--- src/rtl/core/bb3_pkg.sv ---
// Shared types, widths and constants of the 3x3 box blur.
// No dependencies; used by bb3_mean and box_blur_3x3_rgb_unit.
package bb3_pkg;

    localparam int WIDTH_W     = 12;  // frame_width register
    localparam int HEIGHT_W    = 16;  // frame_height register
    localparam int PEND_W      = 13;  // outputs owed, up to width plus one
    localparam int CFG_IDX_W   = 2;
    localparam int CFG_DATA_W  = 16;
    localparam int SUM_W       = 12;  // nine 8-bit values
    localparam int NUM_W       = 13;  // 2*sum + n
    localparam int CNT_W       = 4;   // neighbour count, 1 to 9
    localparam int RECIP_W     = 17;
    localparam int RECIP_SHIFT = 17;
    localparam int PROD_W      = NUM_W + RECIP_W;

    localparam logic [WIDTH_W-1:0]  RESET_WIDTH  = 12'd640;
    localparam logic [HEIGHT_W-1:0] RESET_HEIGHT = 16'd480;

    localparam logic [CFG_IDX_W-1:0] REG_FRAME_WIDTH  = 2'd0;
    localparam logic [CFG_IDX_W-1:0] REG_FRAME_HEIGHT = 2'd1;

    localparam logic OP_PIXEL = 1'b0;
    localparam logic OP_DRAIN = 1'b1;

    typedef struct packed {
        logic [7:0] red;
        logic [7:0] green;
        logic [7:0] blue;
    } pixel_t;

    // Indexed [row][column]; row 0 is the top row, column 0 the oldest column.
    typedef pixel_t [2:0][2:0] window_t;

    // Which window rows and columns lie inside the frame, and end of frame.
    typedef struct packed {
        logic [2:0] row_mask;
        logic [2:0] col_mask;
        logic       last;
    } mean_ctl_t;

    // ceil(2^17 / (2n)); exact floor division for every numerator below 4600.
    function automatic logic [RECIP_W-1:0] recip(input logic [CNT_W-1:0] n);
        logic [RECIP_W-1:0] m;
        begin
            unique case (n)
                4'd2:    m = 17'd32768;
                4'd3:    m = 17'd21846;
                4'd4:    m = 17'd16384;
                4'd6:    m = 17'd10923;
                4'd9:    m = 17'd7282;
                default: m = 17'd65536;
            endcase
            return m;
        end
    endfunction

endpackage

--- src/rtl/core/bb3_mean.sv ---
// Rounded neighbourhood mean of a 3x3 RGB window: sum stage, then divide stage.
// Depends on bb3_pkg (pixel and window types, control struct, reciprocal table).
module bb3_mean (
    input  logic                clk,
    input  logic                rst_n,
    input  logic                in_valid,
    output logic                in_ready,
    input  bb3_pkg::window_t    win,
    input  bb3_pkg::mean_ctl_t  ctl,
    output logic                out_valid,
    input  logic                out_ready,
    output logic [7:0]          out_red,
    output logic [7:0]          out_green,
    output logic [7:0]          out_blue,
    output logic                frame_last
);

    logic [bb3_pkg::SUM_W-1:0]   sum_red, sum_green, sum_blue;
    logic [1:0]                  row_cnt, col_cnt;
    logic [bb3_pkg::CNT_W-1:0]   n_cnt;

    logic                        s1_valid_reg;
    logic [bb3_pkg::SUM_W-1:0]   s1_red_reg, s1_green_reg, s1_blue_reg;
    logic [bb3_pkg::CNT_W-1:0]   s1_n_reg;
    logic [bb3_pkg::RECIP_W-1:0] s1_recip_reg;
    logic                        s1_last_reg;

    logic                        out_valid_reg;
    logic [7:0]                  out_red_reg, out_green_reg, out_blue_reg;
    logic                        out_last_reg;

    logic [bb3_pkg::NUM_W-1:0]   num_red, num_green, num_blue;
    logic [bb3_pkg::PROD_W-1:0]  prod_red, prod_green, prod_blue;
    logic                        out_load;

    // Sum the in-frame pixels of the window
    always_comb
    begin
        sum_red   = '0;
        sum_green = '0;
        sum_blue  = '0;
        for (int r = 0; r < 3; r++)
        begin
            for (int c = 0; c < 3; c++)
            begin
                if (ctl.row_mask[r] && ctl.col_mask[c])
                begin
                    sum_red   = sum_red   + bb3_pkg::SUM_W'(win[r][c].red);
                    sum_green = sum_green + bb3_pkg::SUM_W'(win[r][c].green);
                    sum_blue  = sum_blue  + bb3_pkg::SUM_W'(win[r][c].blue);
                end
            end
        end
        row_cnt = 2'($countones(ctl.row_mask));
        col_cnt = 2'($countones(ctl.col_mask));
        n_cnt   = bb3_pkg::CNT_W'(row_cnt) * bb3_pkg::CNT_W'(col_cnt);
    end

    // (2*sum + n) / (2n) by reciprocal multiply
    always_comb
    begin
        num_red    = {s1_red_reg, 1'b0}   + bb3_pkg::NUM_W'(s1_n_reg);
        num_green  = {s1_green_reg, 1'b0} + bb3_pkg::NUM_W'(s1_n_reg);
        num_blue   = {s1_blue_reg, 1'b0}  + bb3_pkg::NUM_W'(s1_n_reg);
        prod_red   = bb3_pkg::PROD_W'(num_red)   * bb3_pkg::PROD_W'(s1_recip_reg);
        prod_green = bb3_pkg::PROD_W'(num_green) * bb3_pkg::PROD_W'(s1_recip_reg);
        prod_blue  = bb3_pkg::PROD_W'(num_blue)  * bb3_pkg::PROD_W'(s1_recip_reg);
    end

    assign out_load = s1_valid_reg && (!out_valid_reg || out_ready);
    assign in_ready = !s1_valid_reg || out_load;

    always_ff @(posedge clk or negedge rst_n)
    begin
        if (!rst_n)
        begin
            s1_valid_reg  <= 1'b0;
            out_valid_reg <= 1'b0;
        end
        else
        begin
            if (in_valid && in_ready)
                s1_valid_reg <= 1'b1;
            else if (out_load)
                s1_valid_reg <= 1'b0;

            if (out_load)
                out_valid_reg <= 1'b1;
            else if (out_ready)
                out_valid_reg <= 1'b0;
        end
    end

    always_ff @(posedge clk)
    begin
        if (in_valid && in_ready)
        begin
            s1_red_reg   <= sum_red;
            s1_green_reg <= sum_green;
            s1_blue_reg  <= sum_blue;
            s1_n_reg     <= n_cnt;
            s1_recip_reg <= bb3_pkg::recip(n_cnt);
            s1_last_reg  <= ctl.last;
        end
        if (out_load)
        begin
            out_red_reg   <= prod_red[bb3_pkg::RECIP_SHIFT +: 8];
            out_green_reg <= prod_green[bb3_pkg::RECIP_SHIFT +: 8];
            out_blue_reg  <= prod_blue[bb3_pkg::RECIP_SHIFT +: 8];
            out_last_reg  <= s1_last_reg;
        end
    end

    assign out_valid  = out_valid_reg;
    assign out_red    = out_red_reg;
    assign out_green  = out_green_reg;
    assign out_blue   = out_blue_reg;
    assign frame_last = out_last_reg;

endmodule

--- config.mk ---
export PLATFORM = sky130hd
export DESIGN_NAME = bb3_mean
export DESIGN_NICKNAME = d
export VERILOG_FILES = /design/src/rtl/core/bb3_pkg.sv /design/src/rtl/core/bb3_mean.sv
export SDC_FILE = /design/constraint.sdc
export NUM_CORES = 2
export LEC_CHECK = 0
export ABC_CLOCK_PERIOD_IN_PS = 18250
export BUFFER_PORTS_ARGS = -buffer_cell sky130_fd_sc_hd__clkbuf_2
export CORE_ASPECT_RATIO = 1.75
export CORE_MARGIN = 5
export CORE_UTILIZATION = 41
export CTS_BUF_LIST = sky130_fd_sc_hd__clkbuf_16
export CTS_CLUSTER_SIZE = 40
export DETAILED_ROUTE_END_ITERATION = 12
export PLACE_DENSITY_LB_ADDON = 0.25
export SLEW_MARGIN = 20
export SYNTH_ARGS = -nofsm -noshare
export SYNTH_HDL_FRONTEND = slang
export SYNTH_SLANG_ARGS = --single-unit
--- constraint.sdc ---
create_clock -name clk -period 18.25 [get_ports clk]
set_clock_uncertainty 0.05 [all_clocks]
set_input_delay 3.65 -clock clk [delete_from_list [all_inputs] [get_ports clk]]
set_output_delay 3.65 -clock clk [all_outputs]
set_load 0.03 [all_outputs]
; ---- Yosys cells after proc, flatten, opt, wreduce, memory -nomap -nowiden
; Index checks and enable logic that the tools add are counted.
[op_classes]
n_mux = 32
multipliers = 4
n_reduce_logical = 17
n_addsub = 31
n_eq_ne = 5
[ops]
columns = op, n
row1 = adder 12 x 8 -> 12 bit, 24
row2 = two-way mux 12 bit, 24
row3 = case mux 17 bit (5 select lines), 1
row4 = multiplier 13 x 17 -> 25 bit, 3
row5 = adder 13 x 4 -> 13 bit, 3
row6 = two-way mux 8 bit, 3
row7 = logical AND 1 bit, 11
row8 = "== test 4 x 2 -> 1 bit, second input constant", 2
row9 = "== test 4 x 3 -> 1 bit, second input constant", 2
row10 = adder 1 x 1 -> 2 bit, 2
row11 = adder 2 x 1 -> 2 bit, 2
row12 = "== test 4 bit, second input constant", 1
row13 = multiplier 2 x 2 -> 4 bit, 1
row14 = two-way mux 1 bit, 4
row15 = nonzero test 2 bit, 2
row16 = zero test 1 bit, 2
row17 = logical OR 1 bit, 2
[totals]
elab_cells = 101
inputBits = 227
output_inout_bits = 27
ff_bits = 85

; ---- Depth between registers and ports, before layout
[depth]
depth_word = 18
depth_mapped = 56

; ---- Worst setup path after synthesis
; OpenSTA, ideal clock, no wires.
[synth_path]
kind = input-to-reg
from = in ctl[1] (netlist bit)
to = reg s1_blue_reg[10] (netlist bit), data pin
path_buffers = 3
setup_slack_ns = 5.627
path_stages = 53
t_arrival_ns = 12.312
setup_time_ns = 0.261
cell_sequence = clkbuf_1 -> clkbuf_1 -> clkbuf_1 -> and3_1 -> ha_1 -> inv_1 -> fa_1 -> nand2b_1 -> a21oi_2 -> a211oi_1 -> a21oi_1 -> inv_1 -> ha_1 -> and2_1 -> a22o_2 -> or3_1 -> o21ai_0 -> ha_1 -> [17 not listed] -> a21boi_0 -> o21ai_0 -> a21boi_0 -> ha_1 -> and2_1 -> o21a_1 -> nor2_1 -> xnor2_1 -> mux2_2 -> ha_1 -> nor2b_1 -> o21a_1 -> o21ai_0 -> nor2_1 -> a22oi_1 -> nor2_1 -> a31oi_1 -> xnor2_1
[synth_via]
elab_chain_cells = 18
word_cells_on_any_way = 20
[synth_rtl]
columns = element, line
row1 = "start, declared", bb3_mean.sv:9  ; input bb3_pkg::mean_ctl_t ctl,
row2 = logical AND 1 bit, bb3_mean.sv:46  ; if (ctl.row_mask[r] && ctl.col_mask[c])
row3 = two-way mux 8 bit, bb3_mean.sv:46
row4 = adder 12 x 8 -> 12 bit, bb3_mean.sv:50  ; sum_blue = sum_blue + bb3_pkg::SUM_W'(win[r][c].blue);
row5 = two-way mux 12 bit, bb3_mean.sv:46
row6 = adder 12 x 8 -> 12 bit, bb3_mean.sv:50
row7 = two-way mux 12 bit, bb3_mean.sv:46
row8 = adder 12 x 8 -> 12 bit, bb3_mean.sv:50
row9 = two-way mux 12 bit, bb3_mean.sv:46
row10 = [3 not listed], --
row11 = two-way mux 12 bit, bb3_mean.sv:46
row12 = adder 12 x 8 -> 12 bit, bb3_mean.sv:50
row13 = two-way mux 12 bit (*), bb3_mean.sv:46
row14 = adder 12 x 8 -> 12 bit, bb3_mean.sv:50
row15 = two-way mux 12 bit (*), bb3_mean.sv:46
row16 = adder 12 x 8 -> 12 bit, bb3_mean.sv:50
row17 = two-way mux 12 bit (*), bb3_mean.sv:46
row18 = via sum_blue (one bit), bb3_mean.sv:18  ; logic [bb3_pkg::SUM_W-1:0] sum_red, sum_green, sum_blue;
row19 = "end signal, assigned", bb3_mean.sv:100  ; s1_blue_reg <= sum_blue;
row20 = "end, declared", bb3_mean.sv:23  ; logic [bb3_pkg::SUM_W-1:0] s1_red_reg, s1_green_reg, s1_blue_reg;
; The timed path passes the listed nets; every way through them passes the cells marked *.
; A chain may end at the register's enable or synchronous reset.

; ---- Worst setup path in the final report
; Ends and elaborated chain as after synthesis.

==> flow_summary.json <==
{
  "layout-drive-gt1-share_pct": 11.5,
  "fin_crit_ns": 13.07,
  "end_kind": "register",
  "worst_ep_arrival_time_ns": 13.16,
  "cts_setup_buffers": 0,
  "antenna_found_initial": 24,
  "place_congestion": 0.943,
  "vias": 23000,
  "slew_headroom_pct": 30.3,
  "fp.dieH_um": 363,
  "routed_wl_um": 82500,
  "vias_per_cell": 5.15,
  "cap_violations": 0,
  "stdcell_count": 4462,
  "die-area_mm2": 0.0770,
  "rsz0062_at_grt": "no",
  "grt_max_degree": 50,
  "dp_slack_ns": 4.81,
  "core-area_mm2": 0.0707,
  "dpl.cell_count": 4440,
  "clk_transition_reported_paths_ns": 0.07,
  "area_growth_pct": 8.75,
  "cp_slowest_stage_delay_ns": 0.44,
  "setup_viol_count_final": 0,
  "post_cts_resized": 0,
  "finalCritPeriodShare_pct": 71.6,
  "synthCells": 3326,
  "finalMaxSlewViolations": 0,
  "cp-start-kind": "input port",
  "syn-cell-area_mm2": 0.0292,
  "hold_viol": 0,
  "drcViolationCount": 0,
  "synth_nets": 4354,
  "wire_per_inst_um": 18.5,
  "crit_fanout": 33,
  "first_global_vias": 24700,
  "cts_sinks": 76,
  "timing.final.ws_setup_ns": 5.18,
  "synthFlopType": "edfxtp_1",
  "first_pass_iters": 7,
  "fin_tns_setup_ns": 0,
  "required_ns": 18.33,
  "root_buffer": "clkbuf_16",
  "grt_pass1_wl_um": 129000,
  "grt_overflow": 0,
  "port_buffers": 253,
  "synth_seq_cells": 76,
  "synth_top_cell_by_area": "fa_1",
  "dp_hpwl_um": 74000,
  "cts_hold_buf": 0,
  "clock_latency_ns": 0.39,
  "hold_class": "reg2reg",
  "final_area_mm2": 0.0318,
  "ioPinCount": 254,
  "clock.fmax_mhz": 76.5,
  "synth_edf_count": 74,
  "cts-buffers-inserted": 9,
  "cts_tree": "yes",
  "critPathKind": "in2reg",
  "drt-initial-drc-count": 721,
  "drtAntennaViolNets": 0,
  "critPathSlowestCell": "clkbuf_2",
  "rows": 129,
  "synthTopCellsByArea": "fa_1 (30%), ha_1 (15%), inv_1 (7.9%), edfxtp_1 (7.6%), xnor2_1 (4.3%)",
  "grt_usage_pct": 21.7,
  "tightest_slew_ns": 1.04,
  "h-tree-depth": 3,
  "cpMostUsedCell": "ha_1",
  "nets": 4562,
  "initial_core_util_pct": 41.4,
  "ys_seq_area_share_pct": 7.77,
  "postPlaceCellArea_mm2": 0.0315,
  "ys_warn_count": 0,
  "syn_area_per_cell_um2": 8.79,
  "netlist.area_leader.share_pct": 30.3,
  "ys_types": 93,
  "synthArstFlopShare_pct": 2.63,
  "clockBufferDepth": 2,
  "outcome": "finished clean",
  "fp.dieW_um": 212
}
layout make-up:
cell class                      count  area [um2]
Tap cell                          917        1150
Fill cell                        7133       38900
Clock inverter                      6        35.0
Clock buffer                        9         225
Multi-Input combinational cell   2557       24400
Sequential cell                    76        2270
Inverter                          614        2300
Antenna cell                        7        17.5
Timing Repair Buffer              276        1440
routing by layer:
layer  GRT usage, %  wire length [um]  up-vias  share of wire (%)
li1               -                 -    11200                  -
met1           20.5             27800    11000                 34
met2           42.2             44900      470                 54
met3           6.40              5450      178                6.6
met4           9.93              4170       28                5.0
met5              0               187        -               0.23
final timing paths:
check | from | endpoint | slack (ns) | cells past startpoint
max | ctl[1] | s1_blue_reg[10] | 5.18 | 51
max in group asynchronous | rst_n | s1_valid_reg | 15.08 | 1
min | s1_last_reg | frame_last | 0.37 | 0
min in group asynchronous | rst_n | out_valid | 2.98 | 1
min reg2reg | s1_last_reg | frame_last | 0.37 | 0
max reg2reg | s1_n_reg[2] | out_blue[6] | 10.34 | 24
synthesized netlist by cell type (7+ instances only):
cell type / n
inv_1: 612
fa_1: 443
ha_1: 358
nand2_1: 224
nor2_1: 208
a21oi_1: 191
xnor2_1: 144
o21ai_0: 138
nor2b_1: 129
and2_1: 91
edfxtp_1: 74
clkbuf_1: 64
a21o_1: 58
nand2b_1: 56
xor2_1: 47
o21a_1: 46
mux2_2: 41
and3_1: 38
o21ai_1: 31
nor3_1: 27
o21bai_1: 27
nand3_1: 21
a211oi_1: 17
o31ai_1: 13
mux2i_1: 12
a21oi_2: 10
a21boi_0: 8
a22oi_1: 8
o22ai_1: 8
a31oi_1: 7
a41o_1: 7
nand3b_1: 7
or2_2: 7
xnor2_2: 7
worst max-delay path: cells and delay by family:
family | cells | cell delay (ns)
XOR/XNOR | 2 | 0.15
AO/OA/AOI/OAI | 24 | 4.08
adder cells (fa/ha/maj) | 9 | 2.72
AND/OR/NAND/NOR | 10 | 1.56
buffers and inverters | 5 | 0.71
multiplexers | 1 | 0.27
per-stage QoR:
step,util (%),hold slack [ns]
final,45.0,0.373
after global routing,45.0,0.398
after CTS,45.0,0.373
after detailed placement,44.6,0.357
after global placement,44.6,0.353
after floorplan,-,0.350
cell usage in the layout, fill, tap and decap left out, types with 7 or more instances in the layout:
master     netlist  routed
a211oi_1        17      17
a21boi_0         8       8
a21o_1          58      58
a21oi_1        191     191
a21oi_2         10      10
a22oi_1          8       8
a31oi_1          7       7
a41o_1           7       7
and2_1          91      89
and3_1          38      38
buf_4            4      23
clkbuf_16        0       9
clkbuf_2         0     253
diode_2          0       7
edfxtp_1        74      74
fa_1           443     443
ha_1           358     358
inv_1          612     614
mux2_2          41      41
mux2i_1         12      12
nand2_1        224     224
nand2b_1        56      56
nand3_1         21      21
nand3b_1         7       7
nor2_1         208     206
nor2b_1        129     129
nor3_1          27      27
o21a_1          46      46
o21ai_0        138     138
o21ai_1         31      31
o21bai_1        27      27
o22ai_1          8       8
o31ai_1         13      13
or2_2            7       7
xnor2_1        144     144
xnor2_2          7       7
xor2_1          47      47
kinds of logic after synthesis:
group                      synth area share [%]
AOI/OAI and AO/OA                          14.8
xor gates and xnor gates                   6.52
adders and majority gates                  45.7
buffers and inverters                      8.97
DFF                                        7.77
muxes                                      1.99
and+or+nand+nor                            14.3
Power is left out: the tool's default activity adds up to more than one toggle a clock period on the data nets, which glitch-free logic cannot reach.
